===== src/utf8d_pkg.sv =====
// Shared types, status codes and lead-byte decode for the UTF-8 decoder.
package utf8d_pkg;

  localparam int unsigned CP_W = 21;

  typedef logic [CP_W-1:0] cp_t;
  typedef logic [1:0]      status_t;
  typedef logic [7:0]      text_byte_t;

  localparam status_t ST_CHAR     = 2'd0;
  localparam status_t ST_BAD_LEAD = 2'd1;
  localparam status_t ST_BAD_CONT = 2'd2;
  localparam status_t ST_END      = 2'd3;

  typedef struct packed {
    cp_t     code_point;
    status_t status;
    logic    last;
  } result_t;

  // One queue entry: one or two results caused by a single byte.
  typedef struct packed {
    logic    two;
    result_t first;
    result_t second;
  } entry_t;

  typedef struct packed {
    logic       emit;
    result_t    res;
    logic       opens;
    cp_t        partial;
    logic [1:0] left;
  } lead_t;

  function automatic lead_t decode_lead(text_byte_t b);
    lead_t r;
    r = '0;
    r.res.last = 1'b1;
    if (b == 8'h00) begin
      r.emit = 1'b1;
      r.res.status = ST_END;
    end else if (!b[7]) begin
      r.emit = 1'b1;
      r.res.status = ST_CHAR;
      r.res.code_point = {13'b0, b};
    end else if (b[7:5] == 3'b110) begin
      r.opens = 1'b1;
      r.partial = {10'b0, b[4:0], 6'b0};
      r.left = 2'd1;
    end else if (b[7:4] == 4'b1110) begin
      r.opens = 1'b1;
      r.partial = {5'b0, b[3:0], 12'b0};
      r.left = 2'd2;
    end else if (b[7:3] == 5'b11110) begin
      r.opens = 1'b1;
      r.partial = {b[2:0], 18'b0};
      r.left = 2'd3;
    end else begin
      r.emit = 1'b1;
      r.res.status = ST_BAD_LEAD;
    end
    return r;
  endfunction

endpackage


===== src/utf8d_if.sv =====
// Valid/ready channel interfaces for text bytes and decoded results.
interface utf8d_text_if;
  logic                  valid;
  logic                  ready;
  utf8d_pkg::text_byte_t text_byte;

  modport source (output valid, output text_byte, input ready);
  modport sink (input valid, input text_byte, output ready);
endinterface

interface utf8d_code_if;
  logic               valid;
  logic               ready;
  utf8d_pkg::cp_t     code_point;
  utf8d_pkg::status_t status;
  logic               last;

  modport source (output valid, output code_point, output status, output last, input ready);
  modport sink (input valid, input code_point, input status, input last, output ready);
endinterface


===== src/utf8d_front.sv =====
// Front end: accepts text bytes, tracks the open form and builds result entries.
module utf8d_front (
  input  logic              clk,
  input  logic              rst,
  utf8d_text_if.sink        text,
  input  logic              full,
  output logic              push,
  output utf8d_pkg::entry_t push_entry
);
  import utf8d_pkg::*;

  cp_t        partial;
  logic [1:0] left;
  cp_t        partial_next;
  logic [1:0] left_next;
  cp_t        cont_bits;
  cp_t        merged;
  lead_t      lead;
  logic       take;

  assign text.ready = !full;
  assign take = text.valid && text.ready;
  assign lead = decode_lead(text.text_byte);

  always_comb begin
    unique case (left)
      2'd3:    cont_bits = {3'b0, text.text_byte[5:0], 12'b0};
      2'd2:    cont_bits = {9'b0, text.text_byte[5:0], 6'b0};
      2'd1:    cont_bits = {15'b0, text.text_byte[5:0]};
      default: cont_bits = '0;
    endcase
  end

  assign merged = partial | cont_bits;

  always_comb begin
    partial_next = partial;
    left_next = left;
    push = 1'b0;
    push_entry = '0;
    if (take) begin
      if (left == 2'd0) begin
        push = lead.emit;
        push_entry.first = lead.res;
        if (lead.opens) begin
          partial_next = lead.partial;
          left_next = lead.left;
        end
      end else if (text.text_byte[7:6] == 2'b10) begin
        if (left == 2'd1) begin
          push = 1'b1;
          push_entry.first.code_point = merged;
          push_entry.first.status = ST_CHAR;
          push_entry.first.last = 1'b1;
          partial_next = '0;
          left_next = 2'd0;
        end else begin
          partial_next = merged;
          left_next = left - 2'd1;
        end
      end else begin
        // Report the broken form, then decode this byte again as a lead.
        push = 1'b1;
        push_entry.first.status = ST_BAD_CONT;
        push_entry.first.last = !lead.emit;
        push_entry.two = lead.emit;
        push_entry.second = lead.res;
        partial_next = lead.opens ? lead.partial : '0;
        left_next = lead.opens ? lead.left : 2'd0;
      end
    end
  end

  always_ff @(posedge clk) begin
    if (rst) begin
      partial <= '0;
      left <= 2'd0;
    end else begin
      partial <= partial_next;
      left <= left_next;
    end
  end

endmodule


===== src/utf8d_fifo.sv =====
// Two-entry queue of result entries between the front and back ends.
module utf8d_fifo (
  input  logic              clk,
  input  logic              rst,
  input  logic              push,
  input  utf8d_pkg::entry_t push_entry,
  input  logic              pop,
  output logic              full,
  output logic              empty,
  output utf8d_pkg::entry_t head
);
  import utf8d_pkg::*;

  entry_t     slots [2];
  logic       wr_ptr;
  logic       rd_ptr;
  logic [1:0] count;
  logic       do_push;
  logic       do_pop;

  assign full = (count == 2'd2);
  assign empty = (count == 2'd0);
  assign head = slots[rd_ptr];
  assign do_push = push && !full;
  assign do_pop = pop && !empty;

  always_ff @(posedge clk) begin
    if (do_push) begin
      slots[wr_ptr] <= push_entry;
    end
  end

  always_ff @(posedge clk) begin
    if (rst) begin
      wr_ptr <= 1'b0;
      rd_ptr <= 1'b0;
      count <= 2'd0;
    end else begin
      if (do_push) begin
        wr_ptr <= !wr_ptr;
      end
      if (do_pop) begin
        rd_ptr <= !rd_ptr;
      end
      unique case ({do_push, do_pop})
        2'b10:   count <= count + 2'd1;
        2'b01:   count <= count - 2'd1;
        default: count <= count;
      endcase
    end
  end

endmodule


===== src/utf8d_back.sv =====
// Back end: unpacks queue entries and drives the registered result channel.
module utf8d_back (
  input  logic              clk,
  input  logic              rst,
  input  logic              empty,
  input  utf8d_pkg::entry_t head,
  output logic              pop,
  utf8d_code_if.source      code
);
  import utf8d_pkg::*;

  logic    out_valid;
  result_t out_res;
  logic    second;
  logic    load;
  result_t pick;

  assign load = !empty && (!out_valid || code.ready);
  assign pick = second ? head.second : head.first;
  // Drop the entry once its final result moves to the output register.
  assign pop = load && (second || !head.two);

  always_ff @(posedge clk) begin
    if (rst) begin
      out_valid <= 1'b0;
      second <= 1'b0;
    end else begin
      if (load) begin
        out_valid <= 1'b1;
        second <= head.two && !second;
      end else if (code.ready) begin
        out_valid <= 1'b0;
      end
    end
  end

  always_ff @(posedge clk) begin
    if (load) begin
      out_res <= pick;
    end
  end

  assign code.valid = out_valid;
  assign code.code_point = out_res.code_point;
  assign code.status = out_res.status;
  assign code.last = out_res.last;

endmodule


===== src/utf8_byte_stream_decoder.sv =====
// Top level of the UTF-8 byte stream decoder.
// Usage:
//   text carries one raw byte per item; code carries decoded results with
//   code_point, status (character, invalid lead, bad continuation, end of
//   text) and last, which marks the final result caused by one input byte.
//   A byte yields zero, one or two results; lead bytes of multi-byte forms
//   and inner continuation bytes yield none.
// Timing:
//   After its byte is accepted, a result passes the queue and then the
//   output register: the front end decodes and queues when the byte is
//   accepted, and the back end loads the output register once it is free.
//   One byte per cycle is taken while the output side keeps up; a byte that
//   gives two results occupies the single output register for each in turn.
// Stalls:
//   When code.ready is low the output register holds, the two-entry queue
//   fills and text.ready drops once it is full.
// Reset:
//   rst clears the open form, empties the queue and drops code.valid.
module utf8_byte_stream_decoder (
  input  logic         clk,
  input  logic         rst,
  utf8d_text_if.sink   text,
  utf8d_code_if.source code
);
  import utf8d_pkg::*;

  logic   push;
  entry_t push_entry;
  logic   pop;
  logic   full;
  logic   empty;
  entry_t head;

  utf8d_front u_front (
    .clk        (clk),
    .rst        (rst),
    .text       (text),
    .full       (full),
    .push       (push),
    .push_entry (push_entry)
  );

  utf8d_fifo u_fifo (
    .clk        (clk),
    .rst        (rst),
    .push       (push),
    .push_entry (push_entry),
    .pop        (pop),
    .full       (full),
    .empty      (empty),
    .head       (head)
  );

  utf8d_back u_back (
    .clk   (clk),
    .rst   (rst),
    .empty (empty),
    .head  (head),
    .pop   (pop),
    .code  (code)
  );

endmodule

===== src/flat_wrapper.sv =====
// flat-port wrapper written by rule: the top's interface ports become plain ports
module utf8_byte_stream_decoder_flat import utf8d_pkg::*;
  (clk, rst, text_valid, text_text_byte, text_ready, code_valid, code_code_point, code_status, code_last, code_ready);
  utf8d_text_if text_i ();
  utf8d_code_if code_i ();
  input  logic clk;
  input  logic rst;
  input wire logic [$bits(text_i.valid)-1:0] text_valid;
  input wire logic [$bits(text_i.text_byte)-1:0] text_text_byte;
  output wire logic [$bits(text_i.ready)-1:0] text_ready;
  output wire logic [$bits(code_i.valid)-1:0] code_valid;
  output wire logic [$bits(code_i.code_point)-1:0] code_code_point;
  output wire logic [$bits(code_i.status)-1:0] code_status;
  output wire logic [$bits(code_i.last)-1:0] code_last;
  input wire logic [$bits(code_i.ready)-1:0] code_ready;
  assign text_i.valid = text_valid;
  assign text_i.text_byte = text_text_byte;
  assign text_ready = text_i.ready;
  assign code_valid = code_i.valid;
  assign code_code_point = code_i.code_point;
  assign code_status = code_i.status;
  assign code_last = code_i.last;
  assign code_i.ready = code_ready;
  utf8_byte_stream_decoder u_core (.clk(clk), .rst(rst), .text(text_i), .code(code_i));
endmodule

===== config.mk =====
export PLATFORM = sky130hd
export DESIGN_NAME = utf8_byte_stream_decoder_flat
export DESIGN_NICKNAME = d
export VERILOG_FILES = /design/src/utf8d_pkg.sv /design/src/utf8d_if.sv /design/src/utf8d_front.sv /design/src/utf8d_fifo.sv /design/src/utf8d_back.sv /design/src/utf8_byte_stream_decoder.sv /design/src/flat_wrapper.sv
export SDC_FILE = /design/constraint.sdc
export NUM_CORES = 1
export LEC_CHECK = 0
export BUFFER_PORTS_ARGS = -buffer_cell sky130_fd_sc_hd__buf_2
export CAP_MARGIN = 20
export CORE_ASPECT_RATIO = 0.8
export CORE_MARGIN = 3
export CORE_UTILIZATION = 59
export CTS_BUF_LIST = sky130_fd_sc_hd__clkbuf_4
export DETAILED_ROUTE_END_ITERATION = 10
export PLACE_DENSITY_LB_ADDON = 0.3
export SYNTH_ARGS = -nofsm -noshare
export SYNTH_HDL_FRONTEND = slang
export SYNTH_HIERARCHICAL = 1
export SYNTH_SLANG_ARGS = --single-unit

===== constraint.sdc =====
create_clock -name clk -period 3.8 [get_ports clk]
set_clock_uncertainty 0.1 [all_clocks]
set_input_delay 0.19 -clock clk [delete_from_list [all_inputs] [get_ports clk]]
set_output_delay 0.19 -clock clk [all_outputs]
set_load 0.03 [all_outputs]

Word level (Yosys, flattened, before mapping)
Memory sizes are Yosys's and may differ from the RTL's. A register that Yosys moved wholly into a read port is not among the register bits.
Cells that the tools add are included.
Operators by class
  magnitude comparators: 0
  bitwise logic cells: 1
  $add $sub $neg: 3
  multiplexer cells: 49
  shift-type cells: 0
  eq/ne operators: 11
  $mul: 0
  div/mod/pow operators: 0
  reductions and logical operators: 22
Operators with widths (number)
  2-to-1 mux 24 bit: 10
  2-to-1 mux 21 bit: 6
  case mux 18 bit (3 select lines): 1
  2-to-1 mux 49 bit: 1
  2-to-1 mux 1 bit: 21
  bitwise OR 21 bit: 1
  2-to-1 mux 7 bit: 2
  2-to-1 mux 2 bit: 6
  == test 2 bit, second input constant: 5
  zero test 1 bit: 8
  zero test 8 bit: 1
  logical AND 1 bit: 6
  == test 5 bit, second input constant: 1
  == test 2 x 1 -> 1 bit, second input constant: 2
  == test 4 bit, second input constant: 1
  zero test 2 bit: 2
  case mux 2 bit (2 select lines): 1
  nonzero test 2 bit: 2
  subtractor 2 x 1 -> 2 bit, second input constant: 2
  == test 3 bit, second input constant: 1
  2-to-1 mux 3 bit: 1
  adder 2 x 1 -> 2 bit, second input constant: 1
  logical OR 1 bit: 2
  != test 2 bit, second input constant: 1
  AND reduction 2 bit: 1
Word-level totals
  flip-flop bits (word level): 53
  bits in writable memories: 98
  memory bits (read-only): 0
  logic and storage cells: 97
  bits in latches: 0
  memories kept: 1
  output and inout port bits: 26
Memory list
  u_core.u_fifo.slots: words 2, bits a word 49, rd ports 1, clocked after memory_dff 1, write ports 1, line utf8d_fifo.sv:14  | entry_t slots [2];

Logic depth before layout (Yosys ltp)
Gate-level depths: netlist of the first run.
  depth after elaboration: 11
  depth in mapped cells: 9
  gate-level depth less buffers: 9

Modules after synthesis
The synthesis of the first run kept the hierarchy.
By module, submodules not included
  utf8d_fifo: cells an instance 178, area each 3746.1 um^2, instances 1
  utf8d_front: cells an instance 187, area each 1508.9 um^2, instances 1
  utf8d_back: cells an instance 62, area each 1206.2 um^2, instances 1

Worst setup path after synthesis of the first run
OpenSTA, ideal clock, no wires.
  path type: flip-flop to flip-flop
  start: register u_core.u_front.left[0]
  end: memory u_core/u_fifo/slots[0][0] (netlist bit), enable pin
  buffers on the path: 1
  arrival time: 2559 ps
  cell stages (with the launch flop): 8
  path slack: 737 ps
  path through: dfxtp_1 inv_1 ha_1 buf_2 a211oi_1 inv_1 or3_1 inv_1
Between the ends
  cells in the longest elaborated chain, start to end: 8
Ends and longest elaborated chain
  from (decl): line utf8d_front.sv:13  | logic [1:0] left;
  from (signal assigned): line utf8d_front.sv:80  | left <= left_next;
  == test 2 x 1 -> 1 bit: line utf8d_front.sv:50  | if (left == 2'd1) begin
  2-to-1 mux 1 bit: line utf8d_front.sv:50
  2-to-1 mux 1 bit: line utf8d_front.sv:49  | end else if (text.text_byte[7:6] == 2'b10) begin
  2-to-1 mux 1 bit (*): line utf8d_front.sv:42  | if (left == 2'd0) begin
  2-to-1 mux 1 bit (*): line utf8d_front.sv:41  | if (take) begin
  via u_core.push: line utf8_byte_stream_decoder.sv:27  | logic push;
  logical AND 1 bit (*): line utf8d_fifo.sv:24  | assign do_push = push && !full;
  2-to-1 mux 1 bit (*): line utf8d_fifo.sv:28  | if (do_push) begin
  2-to-1 mux 1 bit (not written as such) (*): line utf8d_fifo.sv:29  | slots[wr_ptr] <= push_entry;
  to (decl): line utf8d_fifo.sv:14
The timed path passes the listed nets; every way through them passes the cells marked *.

Worst setup path after layout of the first run
  start: register u_core.u_front.left[0]
  end: memory u_core/u_fifo/slots[0][9] (netlist bit), enable pin
The elaborated chain is that of the path after synthesis.

==> results of run 1 <==
## critical path: cells and delay by family (launching register included)
kind / cells / cell delay [ps]
buf+inv: 4 / 960
simple gates: 2 / 550
fa+ha+maj: 1 / 500
compound gates: 1 / 390
flops: 1 / 360
## through the flow
| step | util, % | power [µW] |
|---|---|---|
| finish | 67.5 | 4670 |
| global route | 67.5 | 4900 |
| CTS | 67.5 | 4720 |
| detailed placement | 63.9 | 3730 |
| global placement | 63.9 | 3680 |
| floorplan | - | 3420 |
## metal layers
metal / up-vias / global-route usage, %
met5: - / 0
met4: 0 / 7.49
met3: 15 / 5.40
met2: 94 / 32.0
met1: 1732 / 26.9
li1: 1665 / -
## what timing repair did
item                       in CTS  in global routing
hold buffers                   10                  0
setup endpoints to repair       0                  0
hold endpoints to repair       30                  0
## placed cells by master (no fill, tap or decap), types with 4 or more instances in the layout
| cell | count |
|---|---|
| a21oi_1 | 28 |
| nand3b_1 | 4 |
| conb_1 | 14 |
| mux2_2 | 54 |
| nand2_1 | 4 |
| clkbuf_4 | 26 |
| nor2_1 | 24 |
| a22o_1 | 11 |
| buf_2 | 37 |
| inv_1 | 5 |
| nand2b_1 | 4 |
| edfxtp_1 | 122 |
| dlygate4sd3_1 | 10 |
| and2_1 | 16 |
| ha_1 | 6 |
| a31oi_1 | 4 |
| mux2_4 | 19 |
| o21ai_0 | 10 |
| nor3_1 | 7 |
| nand3_1 | 4 |
| dfxtp_1 | 29 |
| a211oi_1 | 5 |
## path summary, 6_finish.rpt
| kind | start | endpoint | slack [ps] | cells after the start |
|---|---|---|---|---|
| hold reg to reg | u_core/u_front/partial[5] | u_core/u_front/partial[5] | 380 | 1 |
| setup reg to reg | u_core/u_front/left[0] | u_core/u_fifo/slots[0][9] | 640 | 8 |
| hold / removal | text_text_byte[6] | u_core/u_fifo/slots[0][33] | 70 | 3 |
| setup / recovery | u_core/u_front/left[0] | u_core/u_fifo/slots[0][9] | 640 | 8 |
## registers in the layout, indices dropped and copies added, names as in the netlist, named ones only
signal                         cells
u_core/u_fifo/rd_ptr               1
u_core/u_back/code.code_point     21
u_core/u_front/partial            21
u_core/u_fifo/count                2
u_core/u_back/second               1
u_core/u_fifo/slots               98
u_core/u_back/code.valid           1
u_core/u_back/code.last            1
u_core/u_fifo/wr_ptr               1
u_core/u_back/code.status          2
u_core/u_front/left                2
## cell families after synthesis
group	share of synthesized area [%]
compound gates	6.58
xor+xnor	0.407
fa+ha+maj	1.16
buf+inv	4.45
flops	66.0
mux	13.8
other cells	0.0580
simple gates	7.51
## power breakdown
part / total [µW] / switching [µW] / internal [µW]
clock: 967 / 512 / 455
combinational: 1380 / 837 / 541
sequential: 2320 / 85.2 / 2240
total: 4670 / 1430 / 3230
## cell type report
cell class	instances	area, µm²	share of cell area, %
clock inverters	6	81.3	1.15
flip-flops and latches	152	4270	60.5
inverters	7	26.3	0.373
well taps	140	175	2.48
multi-input cells	244	1960	27.8
repair buffers	52	348	4.93
clock buffers	26	195	2.77
==> impl_metrics.env, run 1 <==
export IMPL_netlist_top_cells_count="edfxtp_1, mux2_2, dfxtp_1, a21oi_1, nor2_1"
export IMPL_finalWorstSetupSlack_ps=645
export IMPL_grt_use_total_pct=20.2
export IMPL_rsz0062_at_grt="false"
export IMPL_synth_seq_area_share_pct=66.0
export IMPL_diodes=0
export IMPL_first_iter_violations=340
export IMPL_fp_dieArea_um2=12300
export IMPL_cts_resized=0
export IMPL_firstDrtPassIters=5
export IMPL_p_per_area_nw_per_um2=662
export IMPL_core_area_um2=10400
export IMPL_cap_violations=0
export IMPL_wl_met3_um=535
export IMPL_place_ws_ps=668
export IMPL_start_kind="register"
export IMPL_tightest_slew_ps=801
export IMPL_synthFlopType="edfxtp_1"
export IMPL_critPathMaxFanout=26
export IMPL_area_growth_pct=9.16
export IMPL_end_kind="register"
export IMPL_cts_tree="done"
export IMPL_setup_tns_final_ps=0
export IMPL_slew_headroom_pct=46.3
export IMPL_dp_hpwl_um=6960
export IMPL_yosysMostFrequentCell="edfxtp_1"
export IMPL_syn_avg_cell_area_um2=15.1
export IMPL_dr_total_vias=3506
export IMPL_post_cts_buffers=0
export IMPL_die_h_um=99.6
export IMPL_required_ps=3930
export IMPL_stdcell_count=627
export IMPL_cts_htree_levels=4
export IMPL_slew_viol_final=0
export IMPL_nNetsFinal=492
export IMPL_synth_top_area_cell="edfxtp_1"
export IMPL_synth_seq_cells=152
export IMPL_synthArstFlopShare_pct=0
export IMPL_setup_viol=0
export IMPL_synth_top_area_share_pct=56.7
export IMPL_grt_pass1_wl_um=18500
export IMPL_netlist_area_um2=6460
export IMPL_rows=33
export IMPL_hold_viol=0
export IMPL_period_share_pct=83.0
export IMPL_initial_core_util_pct=61.9
export IMPL_hold_class="in -> reg"
export IMPL_synthTopCellsByArea="edfxtp_1, mux2_2, dfxtp_1"
export IMPL_drc=0
export IMPL_routed_wl_um=11400
export IMPL_dr_wl_met2_um=5510
export IMPL_root_buffer="clkbuf_4"
export IMPL_synth_cell_types=48
export IMPL_synth_edf_count=122
export IMPL_leakagePower_uw=0.00250
export IMPL_crit_arrival_ps=3290
export IMPL_final_antenna_net_count=0
export IMPL_crit_top_cell="inv_1"
export IMPL_grt_max_degree=49
export IMPL_antenna_found_initial=0
export IMPL_fmax_mhz=317
export IMPL_clock_latency_ps=530
export IMPL_pin_count=38
export IMPL_top_layer="met4"
export IMPL_crit_type="reg -> reg"
export IMPL_place_gp_congestion=0.810
export IMPL_nFillCells=750
export IMPL_portBuffers=37
export IMPL_holdWs_ps=68.1
export IMPL_viasPerCell=5.59
export IMPL_wl_met1_um=5200
export IMPL_dp_cells=585
export IMPL_grt_pass1_vias=3633
export IMPL_numCtsBuffers=17
export IMPL_cpMaxStageDelayCell="ha_1"
export IMPL_grt_overflow_total=0
export IMPL_yosys_warnings=6
export IMPL_cts_buffer_depth=2
export IMPL_clk_pin_slew_ps=110
export IMPL_synth_cells=427
export IMPL_status="completed"
export IMPL_dpl_cell_area_um2=6680
export IMPL_ir_drop_mv=0.434
export IMPL_drive_gt1_share_pct=33.1
export IMPL_cts_sinks=152
export IMPL_critPathMaxStageDelay_ps=500
export IMPL_die_w_um=123
export IMPL_worstPathCellList="inv_1, ha_1, nor4b_4, a211oi_1, inv_1, or3_1, inv_2, buf_12"
export IMPL_min_period_ps=3160
export IMPL_final_design_area_no_fill_um2=7050
export IMPL_wl_per_cell_um=18.2
(Power assumes the default switching activity.)
==> run 2, diff against run 1 <==
--- a/config.mk
+++ b/config.mk
@@ -5,6 +5,7 @@
 export SDC_FILE = /design/constraint.sdc
 export NUM_CORES = 1
 export LEC_CHECK = 0
+export ABC_AREA = 1
 export BUFFER_PORTS_ARGS = -buffer_cell sky130_fd_sc_hd__buf_2
 export CAP_MARGIN = 20
 export CORE_ASPECT_RATIO = 0.8
==> constraint.sdc (replaced) <==
create_clock -name clk -period 3.2 [get_ports clk]
set_clock_uncertainty 0.1 [all_clocks]
set_input_delay 0.16 -clock clk [delete_from_list [all_inputs] [get_ports clk]]
set_output_delay 0.16 -clock clk [all_outputs]
set_load 0.03 [all_outputs]
==> run 2 against run 1 <==
Die area grew 5.2%. Via count rose by 25%. Power increased by 7.5%. Register-to-register slack lost 280 ps. Wire length grew 20%. Maximum frequency is 11% higher.
==> impl_metrics.env, run 2 <==
export IMPL_numCtsBuffers=17
export IMPL_drc=0
export IMPL_power_internal_uw=3470
export IMPL_antenna_found_initial=0
export IMPL_grt_pass1_vias=4475
export IMPL_power_uw=5020
export IMPL_synthFlopType="edfxtp_1"
export IMPL_ir_drop_mv=0.319
export IMPL_rows=34
export IMPL_final_antenna_net_count=0
export IMPL_root_buffer="clkbuf_4"
export IMPL_yosys_warnings=6
export IMPL_p_sw_uw=1540
export IMPL_crit_top_cell="inv_1"
export IMPL_power_share_switching_pct=30.8
export IMPL_synthTopCellsByArea="edfxtp_1, dfxtp_1, nand2_1"
export IMPL_regMostFlops="u_core/u_fifo/slots"
export IMPL_synthArstFlopShare_pct=0
export IMPL_setup_tns_final_ps=0
export IMPL_grt_max_degree=50
export IMPL_min_period_ps=2840
export IMPL_leakagePower_uw=0.00294
export IMPL_critPathMaxFanout=38
export IMPL_place_ws_ps=286
export IMPL_wl_per_cell_um=17.0
export IMPL_synth_edf_count=122
export IMPL_p_comb_share_pct=23.4
export IMPL_viasPerCell=5.47
export IMPL_nNetsFinal=664
export IMPL_drive_gt1_share_pct=25.3
export IMPL_netlist_area_um2=6820
export IMPL_finalCoreUtilization_pct=67.6
export IMPL_routed_wl_um=13700
export IMPL_synth_seq_cells=152
export IMPL_final_cell_mix="nand2_1, edfxtp_1, nor2_1"
export IMPL_tightest_slew_ps=719
export IMPL_clk_pin_slew_ps=110
export IMPL_critPathTopFamily="buffers and inverters"
export IMPL_worstPathCellList="inv_1, ha_2, inv_2, nand2_4, nor2_8, nor2_2, inv_1, a21oi_1, inv_1, nor2_1, nand2_1, inv_2, buf_12"
export IMPL_die_h_um=102
export IMPL_grt_pass1_wl_um=22100
export IMPL_hold_viol=0
export IMPL_setup_viol=0
export IMPL_first_iter_violations=583
export IMPL_crit_type="reg -> reg"
export IMPL_dr_total_vias=4389
export IMPL_critPathBufInv=6
export IMPL_status="completed"
export IMPL_crit_arrival_ps=2990
export IMPL_p_per_area_nw_per_um2=671
export IMPL_cpMaxStageDelayCell="dfxtp_1"
export IMPL_synth_top_area_cell="edfxtp_1"
export IMPL_required_ps=3350
export IMPL_cts_buffer_depth=2
export IMPL_synth_seq_area_share_pct=62.5
export IMPL_share_seq_of_total_power_pct=50.5
export IMPL_clock_latency_ps=560
export IMPL_pin_count=38
export IMPL_synth_cell_types=35
export IMPL_cap_violations=0
export IMPL_core_area_um2=11100
export IMPL_syn_avg_cell_area_um2=11.5
export IMPL_rsz0062_at_grt="false"
export IMPL_place_gp_congestion=0.886
export IMPL_initial_core_util_pct=61.7
export IMPL_synth_top_area_share_pct=53.7
export IMPL_fp_dieArea_um2=12900
export IMPL_clock_power_share_pct=26.1
export IMPL_post_cts_buffers=0
export IMPL_slew_viol_final=0
export IMPL_area_growth_pct=9.72
export IMPL_cts_htree_levels=4
export IMPL_end_kind="register"
export IMPL_cts_sinks=152
export IMPL_portBuffers=37
export IMPL_grt_use_total_pct=22.4
export IMPL_firstDrtPassIters=6
export IMPL_critPathMaxStageDelay_ps=360
export IMPL_finalWorstSetupSlack_ps=361
export IMPL_netlist_top_cells_count="edfxtp_1, nand2_1, nor2_1, inv_1, mux2_2"
export IMPL_die_w_um=126
export IMPL_dp_hpwl_um=8750
export IMPL_period_share_pct=88.7
export IMPL_synth_cells=593
export IMPL_cts_tree="done"
export IMPL_fmax_mhz=352
export IMPL_hold_class="in -> reg"
export IMPL_diodes=0
export IMPL_largest_reg_flops=98
export IMPL_slew_headroom_pct=52.0
export IMPL_start_kind="register"
export IMPL_grt_overflow_total=0
==> run 2: metal layers <==
metal	share of wire, %	global-route usage [%]	vias up
li1	-	-	2086
met1	43	29.2	2100
met2	48	36.2	177
met3	7.3	5.80	26
met4	1.8	9.73	0
met5	0	0	-
==> run 2: kinds of logic after synthesis <==
logic type / after synthesis / share of synthesized area, %
compound gates: 48 / 3.91
fa+ha+maj: 6 / 1.10
buf+inv: 87 / 6.88
flops: 152 / 62.5
mux: 49 / 8.64
other cells: 1 / 0.0550
simple gates: 250 / 16.9
==> run 2: worst register-to-register path, cell delays in order, from the launching register on <==
cell	delay [ps]
dfxtp_1	360
inv_1	140
ha_2	330
inv_2	150
nand2_4	130
nor2_8	50
nor2_2	150
inv_1	70
a21oi_1	110
inv_1	50
nor2_1	190
nand2_1	120
inv_2	270
buf_12	290
==> run 2: per-stage QoR <==
step	hold WS, ps	instance area (µm²)	cells
final	63.4	7480	803
after global routing	30.8	7480	803
after CTS	11.7	7460	802
after detailed placement	331	7060	761
after global placement	332	7060	761
after floorplan	129	6880	606
==> run 2: timing repair <==
action / CTS / global route
endpoints found under the setup margin: 0 / 1
hold buffers: 9 / 0
endpoints found under the hold margin: 41 / 0
resized for setup: 0 / 1
==> run 2: area by class of cell <==
class	instances	area (µm²)
sequential	152	4270
fill	793	3580
multi-input combinational	367	2140
timing repair buffer	52	353
inverter	56	220
tap	144	180
clock inverter	13	176
clock buffer	19	143
==> run 2: worst paths after layout <==
| kind | slack [ps] | depth (start not counted) | start | to |
|---|---|---|---|---|
| hold / removal | 60 | 3 | text_text_byte[4] | u_core/u_fifo/slots[1][43] |
| hold reg to reg | 360 | 2 | u_core/u_front/partial[0] | u_core/u_front/partial[0] |
| setup reg to reg | 360 | 13 | u_core/u_front/left[0] | u_core/u_fifo/slots[1][37] |
| setup / recovery | 360 | 13 | u_core/u_front/left[0] | u_core/u_fifo/slots[1][37] |
==> run 2: power groups by stage <==
| stage | clock network [µW] | logic (µW) | registers, µW |
|---|---|---|---|
| final | 1310 | 1180 | 2530 |
| after CTS | 1340 | 1170 | 2540 |
| after floorplan | 0 | 661 | 2800 |
| after detailed placement | 0 | 1150 | 2580 |
| after global placement | 0 | 1120 | 2570 |
| after global routing | 1420 | 1270 | 2560 |
==> run 3, diff against run 2 <==
--- a/config.mk
+++ b/config.mk
@@ -14,6 +14,7 @@
 export CTS_BUF_LIST = sky130_fd_sc_hd__clkbuf_4
 export DETAILED_ROUTE_END_ITERATION = 10
 export PLACE_DENSITY_LB_ADDON = 0.3
+export RECOVER_POWER = 50
 export SYNTH_ARGS = -nofsm -noshare
 export SYNTH_HDL_FRONTEND = slang
 export SYNTH_HIERARCHICAL = 1
==> run 3 against run 2 <==
Clock power about the same. Highest routed layer unchanged. Setup slack worse by 27 ps. Global-route usage unchanged. Largest power group unchanged. Sequential cell count unchanged. Critical path type unchanged. Utilization down 1.1 points. Combinational power down 4%. Sequential power about the same.
==> impl_metrics.env, run 3 (same netlist as run 2, synthesis figures left out) <==
export IMPL_die_h_um=102
export IMPL_final_cell_mix="nand2_1, edfxtp_1, nor2_1"
export IMPL_hold_viol=0
export IMPL_root_buffer="clkbuf_4"
export IMPL_grt_overflow_total=0
export IMPL_grt_pass1_wl_um=22100
export IMPL_clock_latency_ps=550
export IMPL_crit_arrival_ps=3010
export IMPL_grt_use_total_pct=22.4
export IMPL_required_ps=3350
export IMPL_wl_met1_um=5830
export IMPL_top_layer="met4"
export IMPL_critPathBufInv=6
export IMPL_cap_violations=0
export IMPL_wl_met3_um=944
export IMPL_tightest_slew_ps=1410
export IMPL_holdPathStages=4
export IMPL_critPathTopFamily="buffers and inverters"
export IMPL_leakagePower_uw=0.00282
export IMPL_hold_class="in -> reg"
export IMPL_critPathMaxStageDelay_ps=360
export IMPL_crit_type="reg -> reg"
export IMPL_slew_viol_final=0
export IMPL_viasPerCell=5.55
export IMPL_slew_headroom_pct=6.13
export IMPL_status="completed"
export IMPL_period_share_pct=89.6
export IMPL_critPathMaxFanout=38
export IMPL_portBuffers=37
export IMPL_pin_count=38
export IMPL_first_iter_violations=633
export IMPL_rows=34
export IMPL_drive_gt1_share_pct=18.4
export IMPL_diodes=0
export IMPL_nFillCells=826
export IMPL_rsz0062_at_grt="false"
export IMPL_p_per_area_nw_per_um2=676
export IMPL_core_area_um2=11100
export IMPL_regMostFlops="u_core/u_fifo/slots"
export IMPL_nNetsFinal=664
export IMPL_worstPathCellList="inv_1, ha_2, inv_2, nand2_1, nor2_1, nor2_1, inv_1, a21oi_1, inv_1, nor2_1, nand2_1, inv_2, buf_12"
export IMPL_grt_pass1_vias=4475
export IMPL_cts_htree_levels=4
export IMPL_place_gp_congestion=0.886
export IMPL_dr_total_vias=4457
export IMPL_initial_core_util_pct=61.7
export IMPL_end_kind="register"
export IMPL_largest_reg_flops=98
export IMPL_fmax_mhz=349
export IMPL_cts_buffer_depth=2
export IMPL_cpMaxStageDelayCell="dfxtp_1"
export IMPL_die_w_um=126
export IMPL_area_growth_pct=7.87
export IMPL_firstDrtPassIters=5
export IMPL_start_kind="register"
export IMPL_drc=0
export IMPL_numCtsBuffers=17
export IMPL_antenna_found_initial=0
export IMPL_setup_viol=0
export IMPL_clk_pin_slew_ps=120
export IMPL_worst_path_stages=13
export IMPL_dp_hpwl_um=8750
export IMPL_min_period_ps=2870
export IMPL_wl_per_cell_um=16.9
export IMPL_grt_max_degree=50
export IMPL_rr_worst_depth=13
export IMPL_cts_sinks=152
export IMPL_dr_wl_met2_um=6590
export IMPL_routed_wl_um=13600
export IMPL_mostFrequentLayoutCell="nand2_1"
export IMPL_final_antenna_net_count=0
export IMPL_post_cts_buffers=0
export IMPL_cts_tree="done"
export IMPL_setup_tns_final_ps=0
export IMPL_holdWs_ps=42.4
export IMPL_fp_dieArea_um2=12900
export IMPL_ir_drop_mv=0.312
-- run 3: cell count changes in the layout (fill, tap and decap cells not counted), moves of 4 or more --
cell      previous run  this run
buf_2               37        11
clkbuf_1             0        27
nand2_1            122       127
nand2_4              4         0
nor2_1              55        66
nor2_2              18         9
-- run 3: per-layer routing --
metal / track usage [%] / vias to the layer above
li1: - / 2090
met1: 29.2 / 2160
met2: 36.2 / 184
met3: 5.80 / 23
met4: 9.73 / 0
met5: 0 / -
-- run 3: worst min-delay path: stages --
cell and delay, ps:
buf_2 160, a21oi_1 170, nand3b_1 130, nor2_1 40
-- run 3: final timing paths --
path                                                start                          to  slack (ps)
worst max-delay path               u_core/u_front/left[0]  u_core/u_fifo/slots[1][37]         330
worst min-delay path                    text_text_byte[4]  u_core/u_front/partial[16]          40
worst max register to register     u_core/u_front/left[0]  u_core/u_fifo/slots[1][37]         330
worst min register to register  u_core/u_front/partial[0]   u_core/u_front/partial[0]         350
-- run 3: what timing repair did --
| item | 4_1_cts | 5_1_grt |
|---|---|---|
| endpoints found under the hold margin | 41 | 0 |
| setup endpoints to repair | 0 | 1 |
| hold buffers | 9 | 0 |
| resized for setup | 0 | 1 |
-- run 3: final cells by class --
class / instances / area [µm²] / area share [%]
Multi-Input combinational cell: 367 / 2070 / 28.1
Clock buffer: 19 / 143 / 1.94
Sequential cell: 152 / 4260 / 58.0
Timing Repair Buffer: 52 / 307 / 4.17
Inverter: 56 / 220 / 2.99
Tap cell: 144 / 180 / 2.45
Clock inverter: 13 / 176 / 2.40
-- run 3: report_power, final --
part	leakage, µW	total, µW	internal (µW)	switching [µW]
Combinational	0.00123	1130	331	797
Clock	0.000172	1310	634	676
Sequential	0.00142	2540	2470	65.9
-- run 3: stage by stage --
| stage | area [µm²] | worst slack [ps] | utilization [%] | std cells | total power [µW] |
|---|---|---|---|---|---|
| 2_1_floorplan | 6880 | 140 | - | 606 | 3460 |
| 6_report | 7360 | 334 | 66.5 | 803 | 4970 |
| 3_5_place_dp | 7060 | 286 | 63.8 | 761 | 3740 |
| 5_1_grt | 7360 | 134 | 66.5 | 803 | 5210 |
| 4_1_cts | 7460 | 236 | 67.5 | 802 | 5040 |
| 3_3_place_gp | 7060 | 425 | 63.8 | 761 | 3690 |
